[config.mk]
export PLATFORM = sky130hd
export DESIGN_NAME = integer_to_roman_numeral_unit
export DESIGN_NICKNAME = d
export VERILOG_FILES = /design/src/rtl/itrn_pkg.sv /design/src/rtl/itrn_ctrl.sv /design/src/rtl/itrn_dp.sv /design/src/rtl/integer_to_roman_numeral_unit.sv
export SDC_FILE = /design/constraint.sdc
export NUM_CORES = 1
export LEC_CHECK = 0
export BUFFER_PORTS_ARGS = -buffer_cell sky130_fd_sc_hd__buf_2
export CORE_AREA = 10 10 81 83
export DETAILED_ROUTE_END_ITERATION = 10
export DIE_AREA = 0 0 91 93
export PLACE_DENSITY = 0.8
export SLEW_MARGIN = 20
export SYNTH_ARGS = -nofsm -noshare
export SYNTH_HDL_FRONTEND = slang
export SYNTH_SLANG_ARGS = --single-unit
[constraint.sdc]
create_clock -name aclk -period 4.51 [get_ports aclk]
set_input_delay 0.2255 -clock aclk [delete_from_list [all_inputs] [get_ports aclk]]
set_output_delay 0.2255 -clock aclk [all_outputs]
set_load 0.01 [all_outputs]
[src/rtl/itrn_pkg.sv]
// Shared types, constants and token table for the integer to Roman numeral unit.
package itrn_pkg;

    // Field widths
    localparam int VALUE_W    = 12;
    localparam int SYM_W      = 7;
    localparam int TOK_IDX_W  = 4;
    localparam int NUM_TOKENS = 13;
    localparam int S_DATA_W   = 16;
    localparam int M_DATA_W   = 8;

    // Largest value that has a numeral
    localparam logic [VALUE_W-1:0] MAX_VALUE = 12'd3999;

    // ASCII codes of the numeral letters
    localparam logic [SYM_W-1:0] SYM_NONE = 7'h00;
    localparam logic [SYM_W-1:0] SYM_I    = 7'h49;
    localparam logic [SYM_W-1:0] SYM_V    = 7'h56;
    localparam logic [SYM_W-1:0] SYM_X    = 7'h58;
    localparam logic [SYM_W-1:0] SYM_L    = 7'h4C;
    localparam logic [SYM_W-1:0] SYM_C    = 7'h43;
    localparam logic [SYM_W-1:0] SYM_D    = 7'h44;
    localparam logic [SYM_W-1:0] SYM_M    = 7'h4D;

    // Commands from the controller to the datapath
    typedef struct packed {
        logic load;  // capture a new item
        logic step;  // register the next letter of the run
    } itrn_cmd_t;

    // Status from the datapath to the controller
    typedef struct packed {
        logic out_free;  // output register can take a letter this cycle
        logic last_sym;  // the letter about to be registered ends the run
    } itrn_sts_t;

    // Weight of each token, largest first.
    function automatic logic [VALUE_W-1:0] token_weight(input logic [TOK_IDX_W-1:0] idx);
        logic [VALUE_W-1:0] w;
        unique case (idx)
            4'd0:    w = 12'd1000;
            4'd1:    w = 12'd900;
            4'd2:    w = 12'd500;
            4'd3:    w = 12'd400;
            4'd4:    w = 12'd100;
            4'd5:    w = 12'd90;
            4'd6:    w = 12'd50;
            4'd7:    w = 12'd40;
            4'd8:    w = 12'd10;
            4'd9:    w = 12'd9;
            4'd10:   w = 12'd5;
            4'd11:   w = 12'd4;
            default: w = 12'd1;
        endcase
        return w;
    endfunction

    // First letter of each token.
    function automatic logic [SYM_W-1:0] token_first(input logic [TOK_IDX_W-1:0] idx);
        logic [SYM_W-1:0] s;
        unique case (idx)
            4'd0:    s = SYM_M;
            4'd1:    s = SYM_C;
            4'd2:    s = SYM_D;
            4'd3:    s = SYM_C;
            4'd4:    s = SYM_C;
            4'd5:    s = SYM_X;
            4'd6:    s = SYM_L;
            4'd7:    s = SYM_X;
            4'd8:    s = SYM_X;
            4'd9:    s = SYM_I;
            4'd10:   s = SYM_V;
            4'd11:   s = SYM_I;
            default: s = SYM_I;
        endcase
        return s;
    endfunction

    // Second letter of a subtractive token, SYM_NONE for a single letter.
    function automatic logic [SYM_W-1:0] token_second(input logic [TOK_IDX_W-1:0] idx);
        logic [SYM_W-1:0] s;
        unique case (idx)
            4'd1:    s = SYM_M;
            4'd3:    s = SYM_D;
            4'd5:    s = SYM_C;
            4'd7:    s = SYM_L;
            4'd9:    s = SYM_X;
            4'd11:   s = SYM_V;
            default: s = SYM_NONE;
        endcase
        return s;
    endfunction

    // Largest token whose weight fits in the remainder (the greedy choice).
    function automatic logic [TOK_IDX_W-1:0] find_token(input logic [VALUE_W-1:0] rest);
        logic [TOK_IDX_W-1:0] idx;
        idx = TOK_IDX_W'(NUM_TOKENS - 1);
        for (int t = NUM_TOKENS - 1; t >= 0; t--) begin
            if (rest >= token_weight(TOK_IDX_W'(t))) begin
                idx = TOK_IDX_W'(t);
            end
        end
        return idx;
    endfunction

endpackage

[src/rtl/itrn_ctrl.sv]
// Controller state machine: sequences item capture and letter emission.
module itrn_ctrl (
    input  logic              aclk,
    input  logic              aresetn,
    input  logic              s_tvalid,
    output logic              s_tready,
    input  itrn_pkg::itrn_sts_t sts,
    output itrn_pkg::itrn_cmd_t cmd
);
    import itrn_pkg::*;

    typedef enum logic [1:0] {
        ST_IDLE = 2'b01,
        ST_CONV = 2'b10
    } state_t;

    state_t state_reg, state_next;

    // Next state and command decode
    always_comb begin
        state_next = state_reg;
        cmd        = '0;
        s_tready   = 1'b0;
        unique case (state_reg)
            ST_IDLE: begin
                s_tready = 1'b1;
                if (s_tvalid) begin
                    cmd.load   = 1'b1;
                    state_next = ST_CONV;
                end
            end
            ST_CONV: begin
                if (sts.out_free) begin
                    cmd.step = 1'b1;
                    if (sts.last_sym) begin
                        state_next = ST_IDLE;
                    end
                end
            end
            default: begin
                state_next = ST_IDLE;
            end
        endcase
    end

    // State register
    always_ff @(posedge aclk) begin
        if (!aresetn) begin
            state_reg <= ST_IDLE;
        end else begin
            state_reg <= state_next;
        end
    end

endmodule

[src/rtl/itrn_dp.sv]
// Datapath: remainder, pending second letter and the registered output item.
module itrn_dp (
    input  logic                          aclk,
    input  logic                          aresetn,
    input  logic [itrn_pkg::VALUE_W-1:0]  value,
    input  itrn_pkg::itrn_cmd_t           cmd,
    output itrn_pkg::itrn_sts_t           sts,
    output logic                          m_tvalid,
    input  logic                          m_tready,
    output logic [itrn_pkg::SYM_W-1:0]    symbol,
    output logic                          last,
    output logic                          error
);
    import itrn_pkg::*;

    logic [VALUE_W-1:0]   rest_reg, rest_next;
    logic                 err_reg, err_next;
    logic                 pend_reg, pend_next;
    logic [SYM_W-1:0]     pend_sym_reg, pend_sym_next;
    logic                 out_valid_reg, out_valid_next;
    logic [SYM_W-1:0]     out_sym_reg, out_sym_next;
    logic                 out_last_reg, out_last_next;
    logic                 out_err_reg, out_err_next;

    logic [TOK_IDX_W-1:0] tok;
    logic [VALUE_W-1:0]   rest_sub;
    logic [SYM_W-1:0]     tok_second;
    logic [SYM_W-1:0]     step_sym;
    logic                 step_last;

    // Greedy token choice for the current remainder
    always_comb begin
        tok        = find_token(rest_reg);
        rest_sub   = rest_reg - token_weight(tok);
        tok_second = token_second(tok);
    end

    // Letter produced by the next step
    always_comb begin
        step_sym  = token_first(tok);
        step_last = 1'b0;
        priority if (err_reg) begin
            step_sym  = SYM_NONE;
            step_last = 1'b1;
        end else if (pend_reg) begin
            step_sym  = pend_sym_reg;
            step_last = (rest_reg == '0);
        end else begin
            step_last = (tok_second == SYM_NONE) && (rest_sub == '0);
        end
    end

    assign sts.out_free = !out_valid_reg || m_tready;
    assign sts.last_sym = step_last;

    // Conversion state update
    always_comb begin
        rest_next     = rest_reg;
        err_next      = err_reg;
        pend_next     = pend_reg;
        pend_sym_next = pend_sym_reg;
        if (cmd.load) begin
            rest_next = value;
            err_next  = (value == '0) || (value > MAX_VALUE);
            pend_next = 1'b0;
        end else if (cmd.step && !err_reg) begin
            if (pend_reg) begin
                pend_next = 1'b0;
            end else begin
                rest_next     = rest_sub;
                pend_next     = (tok_second != SYM_NONE);
                pend_sym_next = tok_second;
            end
        end
    end

    // Output register update
    always_comb begin
        out_valid_next = out_valid_reg;
        out_sym_next   = out_sym_reg;
        out_last_next  = out_last_reg;
        out_err_next   = out_err_reg;
        if (cmd.step) begin
            out_valid_next = 1'b1;
            out_sym_next   = step_sym;
            out_last_next  = step_last;
            out_err_next   = err_reg;
        end else if (m_tready) begin
            out_valid_next = 1'b0;
        end
    end

    // Control registers
    always_ff @(posedge aclk) begin
        if (!aresetn) begin
            out_valid_reg <= 1'b0;
            pend_reg      <= 1'b0;
            err_reg       <= 1'b0;
        end else begin
            out_valid_reg <= out_valid_next;
            pend_reg      <= pend_next;
            err_reg       <= err_next;
        end
    end

    // Payload registers
    always_ff @(posedge aclk) begin
        rest_reg     <= rest_next;
        pend_sym_reg <= pend_sym_next;
        out_sym_reg  <= out_sym_next;
        out_last_reg <= out_last_next;
        out_err_reg  <= out_err_next;
    end

    assign m_tvalid = out_valid_reg;
    assign symbol   = out_sym_reg;
    assign last     = out_last_reg;
    assign error    = out_err_reg;

endmodule

[src/rtl/integer_to_roman_numeral_unit.sv]
// Top level of the integer to Roman numeral unit.
// Converts each 12-bit input item to its Roman numeral, emitted as one ASCII
// letter per output item, most significant first, with tlast on the final
// letter. Values 1 to 3999 are converted; 0 or anything above 3999 gives one
// output item with symbol 0, tuser (error) set and tlast set. Once an item is
// accepted, the letter sequencer registers one letter per cycle while the
// output is free; a numeral has 1 to 15 letters, 15 for 3888.
// The next item is accepted as soon as the final letter has been registered,
// while that letter may still wait in the output register.
module integer_to_roman_numeral_unit (
    input  logic                          aclk,
    input  logic                          aresetn,
    input  logic                          s_tvalid,
    output logic                          s_tready,
    input  logic [itrn_pkg::S_DATA_W-1:0] s_tdata,   // [11:0] value
    output logic                          m_tvalid,
    input  logic                          m_tready,
    output logic [itrn_pkg::M_DATA_W-1:0] m_tdata,   // [6:0] symbol
    output logic                          m_tlast,
    output logic                          m_tuser    // [0] error
);
    import itrn_pkg::*;

    itrn_cmd_t          cmd;
    itrn_sts_t          sts;
    logic [SYM_W-1:0]   symbol;

    itrn_ctrl u_ctrl (
        .aclk     (aclk),
        .aresetn  (aresetn),
        .s_tvalid (s_tvalid),
        .s_tready (s_tready),
        .sts      (sts),
        .cmd      (cmd)
    );

    itrn_dp u_dp (
        .aclk     (aclk),
        .aresetn  (aresetn),
        .value    (s_tdata[VALUE_W-1:0]),
        .cmd      (cmd),
        .sts      (sts),
        .m_tvalid (m_tvalid),
        .m_tready (m_tready),
        .symbol   (symbol),
        .last     (m_tlast),
        .error    (m_tuser)
    );

    assign m_tdata = {{(M_DATA_W - SYM_W){1'b0}}, symbol};

`ifndef SYNTHESIS
    // An error item is always a run of one.
    a_err_is_last: assert property (@(posedge aclk) disable iff (!aresetn)
        (m_tvalid && m_tuser) |-> m_tlast)
        else $error("error item without tlast");

    // An error item carries no letter.
    a_err_no_sym: assert property (@(posedge aclk) disable iff (!aresetn)
        (m_tvalid && m_tuser) |-> (m_tdata == '0))
        else $error("error item with a nonzero symbol");

    // After an item is taken, the input stays closed while it is converted.
    a_one_at_a_time: assert property (@(posedge aclk) disable iff (!aresetn)
        (s_tvalid && s_tready) |=> !s_tready)
        else $error("input accepted during a conversion");

    // A converted letter without the error flag is never zero.
    a_letter_valid: assert property (@(posedge aclk) disable iff (!aresetn)
        (m_tvalid && !m_tuser) |-> (m_tdata[SYM_W-1:0] != SYM_NONE))
        else $error("converted letter is zero");
`endif

endmodule
== Word level (Yosys, flattened, before mapping) ==
Memories as Yosys holds them, arrays and structs flattened.
Index checks and enable logic that the tools add are counted.

* Add/sub/neg operators: 1
* Order comparisons: 13
* Eq/ne operators: 12
* Multiplexer cells: 31
* Bitwise gates (word level): 3
* Reductions and logical operators: 17

{| class="wikitable"
|+ Operators by type and width
! cell !! number
|-
| one-hot mux 7 bit (6 select lines) || 1
|-
| logical NOT 12 bit || 3
|-
| 2-to-1 mux 12 bit || 3
|-
| 2-to-1 mux 4 bit || 8
|-
| >= comparator 12 x 10 -> 1 bit, second input constant || 2
|-
| >= comparator 12 x 3 -> 1 bit, second input constant || 2
|-
| >= comparator 12 x 4 -> 1 bit, second input constant || 2
|-
| >= comparator 12 x 6 -> 1 bit, second input constant || 2
|-
| >= comparator 12 x 7 -> 1 bit, second input constant || 2
|-
| >= comparator 12 x 9 -> 1 bit, second input constant || 2
|-
| greater-than comparator 12 bit, second input constant || 1
|-
| 2-to-1 mux 3 bit || 4
|-
| subtractor 12 bit || 1
|-
| 2-to-1 mux 1 bit || 10
|-
| == test 4 x 3 -> 1 bit, second input constant || 2
|-
| == test 4 bit, second input constant || 2
|-
| logical NOT 7 bit || 1
|-
| 2-to-1 mux 7 bit || 1
|-
| nonzero test 7 bit || 1
|-
| 2-to-1 mux 2 bit || 3
|-
| inequality test 2 bit, second input constant || 3
|-
| AND reduction 3 bit || 2
|-
| == test 4 x 1 -> 1 bit, second input constant || 1
|-
| == test 4 x 2 -> 1 bit, second input constant || 1
|-
| 11 further kinds || 17
|}

* Register bits: 33
* Bits in read-only memories: 240
* Output and inout bits: 12
* Word-level logic and storage cells: 88
* Memories: 2

{| class="wikitable"
|+ Memory list
! name !! depth !! width !! rd ports !! clocked after memory_dff !! wr ports !! line !! RTL
|-
| (no name shown) || 16 || 10 || 1 || 0 || 0 || itrn_pkg.sv:40 || <nowiki>unique case (idx)</nowiki>
|-
| (no name shown) || 16 || 5 || 1 || 0 || 0 || itrn_pkg.sv:61 || <nowiki>unique case (idx)</nowiki>
|}

== Depth between registers and ports, before layout ==
* Depth in word-level cells: 22
* Gate-level depth with buffers: 20
* Depth with buffers taken out: 19

== Modules after synthesis ==
Synthesis repeated with hierarchy kept, for this count alone.

* Cells, all modules: 265
* Area total of the unflattened synthesis: 2,409.8 um^2

{| class="wikitable"
|+ Modules (own cells, without submodules)
! module !! times used !! cells each !! area each (um^2)
|-
| itrn_dp || 1 || 253 || 2,304.7
|-
| itrn_ctrl || 1 || 10 || 93.8
|-
| integer_to_roman_numeral_unit || 1 || 2 || 11.3
|}

== Worst setup path before layout ==
OpenSTA, ideal clock, no wires.

* Path type: register -> register
* From: register u_dp.rest_reg[3]
* To: register u_ctrl.state_reg[1]
* Setup time: 0.116 ns
* Arrival: 4.520 ns
* Slack: -0.126 ns
* Stages on the path, launching flop included: 21
* Path buffers: 1
* Clock period less this slack: 4.636 ns
* Cell sequence: edfxtp_1 clkbuf_1 or4b_2 a21oi_1 a21oi_1 o211ai_1 a31o_2 a22oi_1 ha_1 nor2_1 nor2_1 ha_1 fa_1 nor2b_1 o22ai_1 xor2_1 nand3_1 or4b_1 nor4b_2 a21oi_1 o211a_1

* Word-level cells in the longest chain between the ends: 21
* Elaborated cells on any way between the ends: 41
* Those cells by class: add/sub (1); order compare (12); eq/ne (7); mux (15); reduce/logical (5); memory (1)

{| class="wikitable"
|+ RTL lines
! element !! line !! RTL
|-
| from (decl) || itrn_dp.sv:16 || <nowiki>logic [VALUE_W-1:0] rest_reg, rest_next;</nowiki>
|-
| from (signal assigned) || itrn_dp.sv:108 || <nowiki>rest_reg <= rest_next;</nowiki>
|-
| >= comparator 12 x 3 -> 1 bit || itrn_pkg.sv:99 || <nowiki>if (rest >= token_weight(TOK_IDX_W'(t))) begin</nowiki>
|-
| 2-to-1 mux 3 bit (4 in series) || itrn_pkg.sv:99 ||
|-
| 2-to-1 mux 4 bit (8 in series) || itrn_pkg.sv:99 ||
|-
| memory read (16 x 10 bit) (tied with other cells) || - ||
|-
| subtractor 12 bit / one-hot mux 7 bit (6 select lines) (equally long branches) || itrn_dp.sv:34, itrn_pkg.sv:82 ||
|-
| logical NOT 12 bit / logical NOT 7 bit (equally long branches) || itrn_dp.sv:49 || <nowiki>step_last = (tok_second == SYM_NONE) && (rest_sub == '0);</nowiki>
|-
| logical AND 1 bit || itrn_dp.sv:49 ||
|-
| 2-to-1 mux 1 bit * || itrn_dp.sv:45 || <nowiki>end else if (pend_reg) begin</nowiki>
|-
| 2-to-1 mux 1 bit * || itrn_dp.sv:42 || <nowiki>priority if (err_reg) begin</nowiki>
|-
| inequality test 2 x 1 -> 1 bit (no source line) * || - ||
|-
| AND reduction 3 bit (no source line) * || - ||
|-
| to (signal assigned) || itrn_ctrl.sv:51 || <nowiki>state_reg <= state_next;</nowiki>
|-
| to (decl) || itrn_ctrl.sv:17 || <nowiki>state_t state_reg, state_next;</nowiki>
|}

Mark *: on every way between the ends. The rest lies on a longest branch, timed or not.
A chain may end at the register's enable or synchronous reset.

== Worst setup path after layout ==
* From: register u_dp.rest_reg[11]
* To: register u_ctrl.state_reg[1]

The elaborated chain is that of the path after synthesis.

==> results.cfg <==
[status]
outcome = complete, but fails checks
violations = negative setup slack

[synthesis]
yosysMostFrequentCell = nand2_1
yosysWarnings = 0
syn_inst = 280
ys.flop_type = edfxtp_1
synthArstFlopShare_pct = 0
yosys-top-cells-count = nand2_1 (35), edfxtp_1 (26), nor2_1 (25)
ys_seq_area_share_pct = 36.3
synth_area_um2 = 2420
yosys.area.top_type = edfxtp_1
ys_seq_elements = 31
synthDistinctLibCells = 58
syn_area_per_cell_um2 = 8.66
synth_top_area_share_pct = 32.2
synth_edf_count = 26
synth.area.top_cells = edfxtp_1 (32%), ha_1 (7.7%), nand2_1 (5.4%)

[global_route]
grt_pass1_vias = 2533
antenna_found_initial = 0
overflow = 0
grt_pass1_wl_um = 11900
grt_max_degree = 19
track_usage_pct = 16.8

[critical_path]
crit_path_max_incr_delay_ns = 0.50
cp_max_fo = 4
startpoint_type = register
crit_required_ns = 4.69
crit_path_end_kind = register
worstPathArrival_ns = 4.72
cpMaxStageDelayCell = or4b_4
path_delay_family = simple AND/OR/NAND/NOR gates
path_buf_inv = 0
path_cells = or3_4, or3_4, or3_2, a21oi_4, nor2_1, nor2_2, nor2_1, ha_2, fa_2, nor2b_4, o2111ai_1, nand3b_1, xnor2_2, or4b_4, nor4b_4, a21oi_2, o211a_1
crit_type = register to register

[worst_hold_path]
hold_class = primary input to register

[final_layout]
largest_reg_flops = 12
final_cell_area_um2 = 3250
fillers = 404
synthToLayoutAreaGrowth_pct = 34.1
nets = 387
drive_gt1_share_pct = 36.4
antenna_cells = 0
seqCellArea_um2 = 881
multi_input_area_um2 = 1600

[drt]
drtIter0Drc = 244
vias = 2421
drtAntennaViolNets = 0
drc = 0
wl_um = 7090
drtPass1Iterations = 4
wl_per_cell_um = 16.8
viasPerCell = 5.74

[job]
drv_cap = 0

[cts]
htree_levels = 2
cts.sinks = 31
cts_made_buffers = 5
clockBufferDepth = 2
hold_buffers = 0
cts_tree = built
root_buffer = clkbuf_8
clk_pin_slew_ns = 0.06
clock_latency_ns = 0.29

[placed_design]
pre_cts_slack_ns = -0.222
place_congestion = 0.971
dpl.hpwl_um = 4900
dpl_cell_area_um2 = 2930
portBuffers = 25

[pwr]
powerDensity_nw_per_um2 = 614
ir_drop_uv = 489
p_leak_nw = 1.45

[sta]
hold_viol_final = 0
slew_viol_final = 0
worstMarginPinSlew_ns = 0.563
skew_ns = 0.0101
setup_viol = 2
slew_headroom_pct = 62.2
period_needed_ns = 4.55
fin_ws_ns = -0.0371
timing.final.crit_share_pct = 101
fmaxAchievable_mhz = 220
grt_setup_unrepaired = true

[floorplanning]
die_w_um = 91
dieArea_um2 = 8460
rows = 26
start_util_pct = 48.4
pin_count = 32
coreArea_um2 = 5010
fp.dieH_um = 93
## per-stage QoR
stage | total power, W | TNS (ns) | cells | util (%) | hold WS, ns
global route | 0.00212 | -0.605 | 422 | 64.9 | 0.213
CTS | 0.00187 | -0.0238 | 420 | 63.2 | 0.188
finish | 0.00200 | -0.0552 | 422 | 64.9 | 0.192
global placement | 0.00144 | -0.123 | 407 | 58.4 | 0.476
floorplan | 0.00106 | 0 | 281 | - | 0.314
detailed placement | 0.00148 | -0.499 | 407 | 58.4 | 0.481
## cell families after synthesis
| family | after synthesis | synth area share, % |
|---|---|---|
| XOR/XNOR | 6 | 2.17 |
| buffers and inverters | 31 | 5.42 |
| other | 1 | 0.155 |
| multiplexers | 1 | 0.413 |
| adder cells (fa/ha/maj) | 16 | 8.57 |
| AO/OA/AOI/OAI | 75 | 21.3 |
| AND/OR/NAND/NOR | 119 | 25.7 |
| flip-flops | 31 | 36.3 |
## cell type report
| type | instances | share of cell area [%] |
|---|---|---|
| Sequential cell | 31 | 27.1 |
| Tap cell | 70 | 2.69 |
| Timing Repair Buffer | 76 | 15.6 |
| Multi-Input combinational cell | 219 | 49.2 |
| Clock buffer | 5 | 2.12 |
| Inverter | 18 | 2.08 |
| Clock inverter | 3 | 1.19 |
## worst paths after layout
| kind | start | end | slack [ns] | cells after the start |
|---|---|---|---|---|
| setup / recovery | u_dp.rest_reg[11] | u_ctrl.state_reg[1] | -0.04 | 17 |
| hold / removal | aresetn | u_ctrl.state_reg[0] | 0.19 | 2 |
| setup reg to reg | u_dp.rest_reg[11] | u_ctrl.state_reg[1] | -0.04 | 17 |
| hold reg to reg | u_ctrl.state_reg[1] | u_dp.m_tvalid | 0.53 | 2 |
## cell usage in the layout, fill, tap and decap left out, types with 3 or more instances in the layout
| cell | netlist | routed |
|---|---|---|
| dfxtp_1 | 5 | 5 |
| nor2_2 | 0 | 3 |
| o21ai_0 | 14 | 11 |
| edfxtp_1 | 26 | 26 |
| o211ai_1 | 5 | 5 |
| clkbuf_8 | 0 | 5 |
| and3_1 | 5 | 5 |
| o211a_1 | 3 | 3 |
| nand2_1 | 35 | 34 |
| nor4_1 | 6 | 6 |
| nand2b_1 | 3 | 3 |
| nor2b_1 | 5 | 3 |
| o21ai_1 | 0 | 3 |
| a21oi_1 | 19 | 15 |
| nand3b_1 | 3 | 3 |
| and2_1 | 6 | 6 |
| ha_1 | 15 | 13 |
| inv_1 | 18 | 17 |
| nor3_1 | 9 | 5 |
| or2_2 | 3 | 3 |
| or3_4 | 2 | 3 |
| nand3_1 | 6 | 6 |
| nor2_1 | 25 | 22 |
| nor3_2 | 0 | 3 |
| buf_2 | 0 | 25 |
| a21oi_2 | 0 | 3 |
| o21a_1 | 3 | 3 |
| xnor2_1 | 4 | 3 |
| buf_4 | 2 | 51 |
## power by group
group          leakage [nW]  switching [W]  total (W)  internal (W)
Combinational          1.11       0.000664    0.00130      0.000637
Sequential            0.279      0.0000415   0.000424      0.000383
Clock                0.0556       0.000110   0.000272      0.000162
## what timing repair did
item | 4_1_cts | 5_1_grt
endpoints found under the hold margin | 0 | 0
pin swaps | 19 | 8
setup buffers | 5 | 2
gates resized for setup | 20 | 16
setup endpoints to repair | 4 | 5
## layer usage
layer / GRT usage (%) / vias to the layer above / wire length [um]
met5: 0 / - / 0
met4: 8.36 / 0 / 227
met3: 3.20 / 20 / 390
met2: 29.4 / 83 / 3590
met1: 19.4 / 1148 / 2890
li1: - / 1170 / -
No activity file was read; power rests on OpenSTA's default activity.
